[src/rtl/rpplt_pkg.sv]
// Shared types, codes and constants of the ping-pong link tester.
`timescale 1ns / 1ps
`default_nettype none

package rpplt_pkg;

  // Event codes
  localparam logic [2:0] CMD_START      = 3'd0;
  localparam logic [2:0] CMD_BUTTON     = 3'd1;
  localparam logic [2:0] CMD_TX_DONE    = 3'd2;
  localparam logic [2:0] CMD_RX_PACKET  = 3'd3;
  localparam logic [2:0] CMD_RX_TIMEOUT = 3'd4;
  localparam logic [2:0] CMD_ABORTED    = 3'd5;
  localparam logic [2:0] CMD_CRC_ERROR  = 3'd6;
  localparam logic [2:0] CMD_OTHER      = 3'd7;

  // Radio action codes
  localparam logic [2:0] ACT_NONE  = 3'd0;
  localparam logic [2:0] ACT_RX    = 3'd1;
  localparam logic [2:0] ACT_TX    = 3'd2;
  localparam logic [2:0] ACT_RETRY = 3'd3;
  localparam logic [2:0] ACT_ABORT = 3'd4;
  localparam logic [2:0] ACT_FAULT = 3'd5;

  // Register indexes
  localparam logic [2:0] REG_MGR_RX_TIMEOUT = 3'd0;
  localparam logic [2:0] REG_SUB_RX_TIMEOUT = 3'd1;
  localparam logic [2:0] REG_MGR_GAP        = 3'd2;
  localparam logic [2:0] REG_RX_TURNAROUND  = 3'd3;
  localparam logic [2:0] REG_REPLY_DELAY    = 3'd4;
  localparam logic [2:0] REG_MAX_EXCHANGES  = 3'd5;
  localparam logic [2:0] REG_MAX_RETRIES    = 3'd6;

  localparam logic [31:0] PREFIX_PING = 32'h5049_4E47;
  localparam logic [31:0] PREFIX_PONG = 32'h504F_4E47;
  localparam logic [7:0]  FRAME_LEN   = 8'd6;

  localparam logic [15:0] RST_MGR_RX_TIMEOUT = 16'd500;
  localparam logic [15:0] RST_SUB_RX_TIMEOUT = 16'd30000;
  localparam logic [15:0] RST_MGR_GAP        = 16'd250;
  localparam logic [15:0] RST_RX_TURNAROUND  = 16'd10;
  localparam logic [15:0] RST_REPLY_DELAY    = 16'd10;
  localparam logic [7:0]  RST_MAX_EXCHANGES  = 8'd25;
  localparam logic [7:0]  RST_MAX_RETRIES    = 8'd5;

  typedef struct packed {
    logic [2:0]  command;
    logic [7:0]  rx_length;
    logic [31:0] rx_prefix;
    logic [7:0]  rx_separator;
    logic [7:0]  rx_counter;
    logic        abort_accepted;
  } rpplt_req_t;

  typedef struct packed {
    logic [2:0]  action;
    logic        scheduled;
    logic [15:0] delay_ms;
    logic [15:0] listen_timeout_ms;
    logic [31:0] tx_prefix;
    logic [7:0]  tx_counter;
    logic        is_manager_now;
    logic [7:0]  exchanges_now;
    logic [7:0]  fails_now;
    logic        restarted;
  } rpplt_rsp_t;

  typedef struct packed {
    logic [15:0] manager_rx_timeout_ms;
    logic [15:0] subordinate_rx_timeout_ms;
    logic [15:0] manager_gap_ms;
    logic [15:0] rx_turnaround_ms;
    logic [15:0] reply_delay_ms;
    logic [7:0]  max_exchanges;
    logic [7:0]  max_retries;
  } rpplt_cfg_t;

  typedef struct packed {
    logic       manager_role;
    logic       ping_requested;
    logic [7:0] fail_count;
    logic [7:0] exchange_count;
    logic       halted;
  } rpplt_state_t;

endpackage

`default_nettype wire

[src/rtl/rpplt_cfg_regs.sv]
// Configuration register file of the ping-pong link tester.
`timescale 1ns / 1ps
`default_nettype none

module rpplt_cfg_regs
  import rpplt_pkg::*;
(
  input  wire logic        clk_i,
  input  wire logic        rst_ni,
  input  wire logic        we_i,
  input  wire logic [2:0]  index_i,
  input  wire logic [15:0] data_i,
  output rpplt_cfg_t       cfg_o
);

  rpplt_cfg_t cfg_q, cfg_d;

  always_comb begin
    cfg_d = cfg_q;
    if (we_i) begin
      unique case (index_i)
        REG_MGR_RX_TIMEOUT: cfg_d.manager_rx_timeout_ms     = data_i;
        REG_SUB_RX_TIMEOUT: cfg_d.subordinate_rx_timeout_ms = data_i;
        REG_MGR_GAP:        cfg_d.manager_gap_ms            = data_i;
        REG_RX_TURNAROUND:  cfg_d.rx_turnaround_ms          = data_i;
        REG_REPLY_DELAY:    cfg_d.reply_delay_ms            = data_i;
        REG_MAX_EXCHANGES:  cfg_d.max_exchanges             = data_i[7:0];
        REG_MAX_RETRIES:    cfg_d.max_retries               = data_i[7:0];
        default:            cfg_d = cfg_q;  // drop writes beyond the map
      endcase
    end
  end

  always_ff @(posedge clk_i or negedge rst_ni) begin
    if (!rst_ni) begin
      cfg_q.manager_rx_timeout_ms     <= RST_MGR_RX_TIMEOUT;
      cfg_q.subordinate_rx_timeout_ms <= RST_SUB_RX_TIMEOUT;
      cfg_q.manager_gap_ms            <= RST_MGR_GAP;
      cfg_q.rx_turnaround_ms          <= RST_RX_TURNAROUND;
      cfg_q.reply_delay_ms            <= RST_REPLY_DELAY;
      cfg_q.max_exchanges             <= RST_MAX_EXCHANGES;
      cfg_q.max_retries               <= RST_MAX_RETRIES;
    end else begin
      cfg_q <= cfg_d;
    end
  end

  assign cfg_o = cfg_q;

endmodule

`default_nettype wire

[src/rtl/rpplt_decide.sv]
// Event decision logic: next radio action and next test state for one request.
`timescale 1ns / 1ps
`default_nettype none

module rpplt_decide
  import rpplt_pkg::*;
(
  input  wire rpplt_req_t   req_i,
  input  wire rpplt_state_t state_i,
  input  wire rpplt_cfg_t   cfg_i,
  output rpplt_rsp_t        rsp_o,
  output rpplt_state_t      state_o
);

  logic [31:0] pre;
  logic [7:0]  sep;
  logic [7:0]  cnt;
  logic        len_ok;
  logic        frame_ok;
  logic [7:0]  fail_inc;
  logic [7:0]  exch_inc;
  logic [7:0]  exch_pkt;
  logic [7:0]  fail_pkt;
  rpplt_rsp_t   rsp;
  rpplt_state_t nxt;

  // A frame of the wrong length reads as all zero.
  assign len_ok   = (req_i.rx_length == FRAME_LEN);
  assign pre      = len_ok ? req_i.rx_prefix    : '0;
  assign sep      = len_ok ? req_i.rx_separator : '0;
  assign cnt      = len_ok ? req_i.rx_counter   : '0;
  assign fail_inc = state_i.fail_count + 8'd1;
  assign exch_inc = state_i.exchange_count + 8'd1;

  always_comb begin
    if (state_i.manager_role) begin
      frame_ok = len_ok && (sep == 8'd0) && (pre == PREFIX_PONG)
                 && (cnt == state_i.exchange_count);
    end else begin
      frame_ok = len_ok && (sep == 8'd0) && (pre == PREFIX_PING);
    end
  end

  assign exch_pkt = frame_ok ? exch_inc : state_i.exchange_count;
  assign fail_pkt = frame_ok ? 8'd0     : fail_inc;

  always_comb begin
    rsp = '0;
    nxt = state_i;
    if (req_i.command == CMD_START) begin
      nxt.halted         = 1'b0;
      nxt.ping_requested = 1'b0;
      nxt.manager_role   = 1'b0;
      nxt.fail_count     = '0;
      nxt.exchange_count = '0;
      rsp.restarted      = 1'b1;
      rsp.action         = ACT_RX;
      rsp.listen_timeout_ms = cfg_i.subordinate_rx_timeout_ms;
    end else if (!state_i.halted) begin
      case (req_i.command)
        CMD_BUTTON: begin
          nxt.manager_role = 1'b1;
          if (req_i.abort_accepted) begin
            nxt.ping_requested = 1'b1;
          end
          rsp.action = ACT_ABORT;
        end
        CMD_TX_DONE: begin
          rsp.action = ACT_RX;
          if (state_i.manager_role) begin
            rsp.scheduled         = 1'b1;
            rsp.delay_ms          = cfg_i.rx_turnaround_ms;
            rsp.listen_timeout_ms = cfg_i.manager_rx_timeout_ms;
          end else begin
            rsp.listen_timeout_ms = cfg_i.subordinate_rx_timeout_ms;
          end
        end
        CMD_RX_PACKET: begin
          nxt.fail_count = fail_pkt;
          if (!state_i.manager_role) begin
            // Subordinate echoes the counter it received.
            nxt.exchange_count = cnt;
            rsp.action         = ACT_TX;
            rsp.scheduled      = 1'b1;
            rsp.delay_ms       = cfg_i.reply_delay_ms;
            rsp.tx_prefix      = PREFIX_PONG;
            rsp.tx_counter     = cnt;
          end else if ((exch_pkt >= cfg_i.max_exchanges)
                       || (fail_pkt >= cfg_i.max_retries)) begin
            nxt.manager_role      = 1'b0;
            nxt.fail_count        = '0;
            nxt.exchange_count    = '0;
            rsp.restarted         = 1'b1;
            rsp.action            = ACT_RX;
            rsp.listen_timeout_ms = cfg_i.subordinate_rx_timeout_ms;
          end else begin
            nxt.exchange_count = exch_pkt;
            rsp.action         = ACT_TX;
            rsp.delay_ms       = cfg_i.manager_gap_ms;
            rsp.tx_prefix      = PREFIX_PING;
            rsp.tx_counter     = exch_pkt;
          end
        end
        CMD_RX_TIMEOUT: begin
          nxt.fail_count = fail_inc;
          if (!state_i.manager_role) begin
            rsp.action            = ACT_RX;
            rsp.listen_timeout_ms = cfg_i.subordinate_rx_timeout_ms;
          end else if (fail_inc >= cfg_i.max_retries) begin
            nxt.manager_role      = 1'b0;
            nxt.fail_count        = '0;
            nxt.exchange_count    = '0;
            rsp.restarted         = 1'b1;
            rsp.action            = ACT_RX;
            rsp.listen_timeout_ms = cfg_i.subordinate_rx_timeout_ms;
          end else begin
            rsp.action     = ACT_TX;
            rsp.delay_ms   = cfg_i.manager_gap_ms;
            rsp.tx_prefix  = PREFIX_PING;
            rsp.tx_counter = state_i.exchange_count;
          end
        end
        CMD_ABORTED: begin
          nxt.fail_count = fail_inc;
          if (state_i.ping_requested) begin
            // Abort granted after a button press: open a fresh exchange.
            nxt.ping_requested = 1'b0;
            nxt.fail_count     = '0;
            nxt.exchange_count = '0;
            rsp.action         = ACT_TX;
            rsp.tx_prefix      = state_i.manager_role ? PREFIX_PING : PREFIX_PONG;
          end else begin
            rsp.action   = ACT_RETRY;
            rsp.delay_ms = cfg_i.rx_turnaround_ms;
          end
        end
        CMD_CRC_ERROR: begin
          nxt.fail_count = fail_inc;
          rsp.action     = ACT_RETRY;
          rsp.delay_ms   = cfg_i.rx_turnaround_ms;
        end
        default: begin
          nxt.halted = 1'b1;
          rsp.action = ACT_FAULT;
        end
      endcase
    end
    rsp.is_manager_now = nxt.manager_role;
    rsp.exchanges_now  = nxt.exchange_count;
    rsp.fails_now      = nxt.fail_count;
  end

  assign rsp_o   = rsp;
  assign state_o = nxt;

endmodule

`default_nettype wire

[src/rtl/radio_ping_pong_link_tester_core.sv]
// Top level of the ping-pong link tester: request register, decision, result register.
//
// One request is taken per clock cycle while the result side does not stall: the
// request is captured in an input register, decided in one pass of combinational
// logic against the test state and the configuration, and held in a result register
// until the consumer takes it. The test state is updated when a request moves into
// the result register, so the next request sees it at once. Back-pressure on the
// result side stalls the input register, and the input accepts a new request while
// a finished result still waits. Configuration writes are always accepted (cfg_ready_o
// is high) and take effect the next cycle; write only while no request is in flight.
`timescale 1ns / 1ps
`default_nettype none

module radio_ping_pong_link_tester_core
  import rpplt_pkg::*;
(
  input  wire logic        clk_i,
  input  wire logic        rst_ni,
  input  wire logic        in_valid_i,
  output logic             in_ready_o,
  input  wire rpplt_req_t  in_req_i,
  output logic             out_valid_o,
  input  wire logic        out_ready_i,
  output rpplt_rsp_t       out_rsp_o,
  input  wire logic        cfg_valid_i,
  output logic             cfg_ready_o,
  input  wire logic [2:0]  cfg_index_i,
  input  wire logic [15:0] cfg_data_i
);

  rpplt_cfg_t   cfg;
  rpplt_req_t   req_q;
  logic         req_vld_q, req_vld_d;
  rpplt_rsp_t   rsp_q, rsp_d;
  logic         rsp_vld_q, rsp_vld_d;
  rpplt_state_t state_q, state_next;
  logic         advance;
  logic         in_take;

  assign cfg_ready_o = 1'b1;

  rpplt_cfg_regs u_cfg_regs (
    .clk_i   (clk_i),
    .rst_ni  (rst_ni),
    .we_i    (cfg_valid_i),
    .index_i (cfg_index_i),
    .data_i  (cfg_data_i),
    .cfg_o   (cfg)
  );

  rpplt_decide u_decide (
    .req_i   (req_q),
    .state_i (state_q),
    .cfg_i   (cfg),
    .rsp_o   (rsp_d),
    .state_o (state_next)
  );

  // Move the held request into the result register when that register frees up.
  assign advance    = req_vld_q && (!rsp_vld_q || out_ready_i);
  assign in_ready_o = !req_vld_q || advance;
  assign in_take    = in_valid_i && in_ready_o;

  assign req_vld_d = in_take || (req_vld_q && !advance);
  assign rsp_vld_d = advance || (rsp_vld_q && !out_ready_i);

  always_ff @(posedge clk_i or negedge rst_ni) begin
    if (!rst_ni) begin
      req_vld_q <= 1'b0;
      rsp_vld_q <= 1'b0;
      state_q   <= '0;
    end else begin
      req_vld_q <= req_vld_d;
      rsp_vld_q <= rsp_vld_d;
      if (advance) begin
        state_q <= state_next;
      end
    end
  end

  always_ff @(posedge clk_i) begin
    if (in_take) begin
      req_q <= in_req_i;
    end
    if (advance) begin
      rsp_q <= rsp_d;
    end
  end

  assign out_valid_o = rsp_vld_q;
  assign out_rsp_o   = rsp_q;

endmodule

`default_nettype wire

[config.mk]
export PLATFORM = sky130hd
export DESIGN_NAME = radio_ping_pong_link_tester_core
export DESIGN_NICKNAME = d
export VERILOG_FILES = /design/src/rtl/rpplt_pkg.sv /design/src/rtl/rpplt_cfg_regs.sv /design/src/rtl/rpplt_decide.sv /design/src/rtl/radio_ping_pong_link_tester_core.sv
export SDC_FILE = /design/constraint.sdc
export NUM_CORES = 1
export LEC_CHECK = 0
export BUFFER_PORTS_ARGS = -buffer_cell sky130_fd_sc_hd__buf_4
export CORE_UTILIZATION = 49
export DETAILED_ROUTE_END_ITERATION = 6
export PLACE_DENSITY = 0.71
export SYNTH_ARGS = -nofsm -noshare
export SYNTH_HDL_FRONTEND = slang
export SYNTH_SLANG_ARGS = --single-unit
[constraint.sdc]
create_clock -name clk_i -period 13.3 [get_ports clk_i]
set_input_delay 0 -clock clk_i [delete_from_list [all_inputs] [get_ports clk_i]]
set_output_delay 0 -clock clk_i [all_outputs]
set_load 0.02 [all_outputs]
==> impl_metrics.ini <==
[global_route]
grt_pass1_vias = 8026
grt_remaining_overflow = 0
antenna_found_initial = 1
global_route_wire_length_before_repair_um = 44000
global_route.usage.total_pct = 23.7
largest_net_degree_at_the_start_of_global_routing = 70

[worst_hold_path]
worstHoldPathType = in -> reg

[worst_setup_path]
worst_setup_path_end_kind = flop
timing_worst_setup_path_type = reg -> reg
worst_path_largest_cell_delay_ps = 1040
worst-endpoint-arrival_ps = 6640
critPathLaunchType = flop
crit_path_max_delay_cell_type = nor4bb_1
timing.critical_path.fanout_max = 18
worst_ep_required_time_ps = 13750
path_cells = nor4bb_1 -> nand4_1 -> nor3_2 -> and2_1 -> a41o_1 -> a21boi_0 -> or2_2 -> ha_1 -> nand3_1 -> a21boi_0 -> a211oi_1 -> o21ai_1 -> a21o_1 -> a21oi_1 -> o21ai_1 -> o211ai_1

[placement]
post_dp_cell_area_um2 = 12600
gp_routability_congestion = 0.947
count_of_input_and_output_buffers = 162
post-dp-hpwl_um = 17500

[pwr]
worst_ir_drop_vdd_uv = 103
power.switching_fraction_pct = 25.9
intPower_mw = 1.49
power.static_leakage_nw = 5.85
seq_power_share_pct = 48.1
power_frac_clock_pct = 36.6
pwr_density_cell_nw_per_um2 = 141
switching_power_uw = 520
power_frac_comb_pct = 15.4

[finish]
drive_gt1_share_pct = 32.1
final_common_cell = buf_4
final_net_count = 1228
postLayoutCoreUtil_pct = 63.3
most_used_cells_in_the_layout_excluding_fill_and_tap_cells = buf_4, edfxtp_1, mux2_2
stdcell_area_um2 = 14300
layout.filler_cells = 1730
syn_to_final_growth_pct = 27.2

[route]
drt-pass1-iter-count = 5
drc_errors = 0
post_drt_via_cell_ratio = 5.74
postRouteAntennaNets = 0
routed-via-count = 8164
detail_route.wl_per_cell_um = 19.4
route.final.wire_length_um = 27600
drtIter0Drc = 614

[sta]
setup_total_negative_slack_ps = 0
report.final.setup_viol = 0
fin_crit_ps = 6190
timing.final.hold_violations = 0
post-route-period-util_pct = 46.6
setup_repair_after_global_routing_missed_its_margin = no
slew_headroom_pct = 16.3
worst_clock_skew_ps = 24.6
worstMarginPinSlew_ps = 1240
hold_slack_ps = 11.3
timing_max_transition_violations_final = 0
clock.fmax_mhz = 161

[cts]
clkTransAtPathRegs_ps = 60
clk_latency_ps = 540
cts_tree = done
cts-buffers-inserted = 25
cts_hold_buf = 83
clock-sinks = 241
ctsRootBufferMaster = clkbuf_16
ctsLongestPathBuffers = 3
cts_post_setup_buffers_inserted = 0
ctsHtreeMaxLevel = 1
cts_resized = 0

[synth]
syn-instance-count = 895
proportion_of_synthesized_chip_area_in_sequential_cells_pct = 59.5
synth_cell_types = 70
ys_async_sr_fraction_pct = 48.5
yosys_register_bits = 241
synth_edf_count = 124
postSynth.topFlopCell = edfxtp_1
syn-cell-area_um2 = 11200
avgSynthCellArea_um2 = 12.5
synthesis_warning_total = 0

[die]
design.core.area_um2 = 22600
initial_utilization_pct = 49.7
die_x_um = 153
die_area_um2 = 23500
rows = 55
die_height_um = 153
top_level_ports = 181

[job]
drv.max_cap_violation_count = 0

[status]
run_status = completed
## power groups by stage
stage	clock, mW	combinational [mW]	sequential, mW
global route	0.777	0.337	0.981
floorplan	0	0.183	0.976
global placement	0	0.279	0.977
finish	0.735	0.309	0.968
detailed placement	0	0.287	0.980
CTS	0.746	0.309	0.967
## sequential cells by signal (all words and copies together) (netlist names)
signal / cells
u_cfg_regs.cfg_o: 96
out_rsp_o: 64
req_vld_q: 1
req_q: 60
out_valid_o: 1
state_q: 19
## cell type report
type / count / area, µm² / area share [%]
diodes: 1 / 2.50 / 0.0175
clock inverters: 17 / 183 / 1.28
repair buffers: 258 / 2140 / 15.0
inverters: 30 / 113 / 0.788
well taps: 285 / 357 / 2.50
multi-input cells: 562 / 4110 / 28.8
flip-flops and latches: 241 / 6690 / 46.8
clock buffers: 29 / 693 / 4.85
## cells by family (layout without fill, tap and decap cells)
family / count (synthesis) / after routing / synth area share (%)
other: 2 / 19 / 0.0669
xor gates and xnor gates: 16 / 16 / 1.25
buffers and inverters: 108 / 334 / 4.76
adders and majority gates: 26 / 26 / 2.90
muxes: 99 / 99 / 9.91
DFF: 241 / 241 / 59.5
and+or+nand+nor: 238 / 238 / 11.0
AOI/OAI and AO/OA: 165 / 165 / 10.6
## synth_stat cells (all sizes together), types with 13 or more instances
| master | n | area (µm²) |
|---|---|---|
| a21oi | 29 | 153 |
| a222oi | 17 | 170 |
| a22o | 18 | 158 |
| buf | 42 | 287 |
| clkbuf | 36 | 135 |
| dfrtp | 89 | 2230 |
| dfstp | 28 | 736 |
| edfxtp | 124 | 3720 |
| ha | 26 | 325 |
| inv | 30 | 113 |
| mux2 | 97 | 1090 |
| nand2 | 55 | 206 |
| nand2b | 13 | 81.3 |
| nand3 | 35 | 175 |
| nor2 | 54 | 203 |
| nor3 | 21 | 110 |
| o21ai | 31 | 155 |
## layer usage
layer / vias to the layer above / GRT usage [%] / routed length, µm
li1: 3752 / - / -
met1: 4046 / 31.2 / 11700
met2: 319 / 40.8 / 13600
met3: 47 / 3.71 / 1690
met4: 0 / 6.62 / 591
met5: - / 0 / 0
## stage by stage
step | setup slack, ps | power, mW | instances
2_1_floorplan | 9040 | 1.16 | 911
3_3_place_gp | 7590 | 1.26 | 1293
3_5_place_dp | 7280 | 1.27 | 1293
4_1_cts | 7270 | 2.02 | 1422
5_1_grt | 6660 | 2.09 | 1423
6_report | 7110 | 2.01 | 1423
## worst max-delay path: cells and delay by family (launching register included)
kind	cells	cell delay [ps]
DFF	1	370
adders and majority gates	1	300
AOI/OAI and AO/OA	9	2980
and+or+nand+nor	6	2450
## worst paths after layout
kind,slack [ps],from,to,cells past startpoint
max in group asynchronous,11950,rst_ni,u_cfg_regs.cfg_o[50]$_DFFE_PN0P_,3
min reg2reg,500,req_vld_q$_DFF_PN0_,out_valid_o$_DFF_PN0_,1
min,10,cfg_index_i[0],u_cfg_regs.cfg_o[58]$_DFFE_PN0P_,3
max reg2reg,7110,req_q[49]$_DFFE_PP_,state_q[14]$_DFFE_PN0P_,16
max,7110,req_q[49]$_DFFE_PP_,state_q[14]$_DFFE_PN0P_,16
min in group asynchronous,160,rst_ni,state_q[11]$_DFFE_PN0P_,2
No activity file was read; power rests on OpenSTA's default activity.
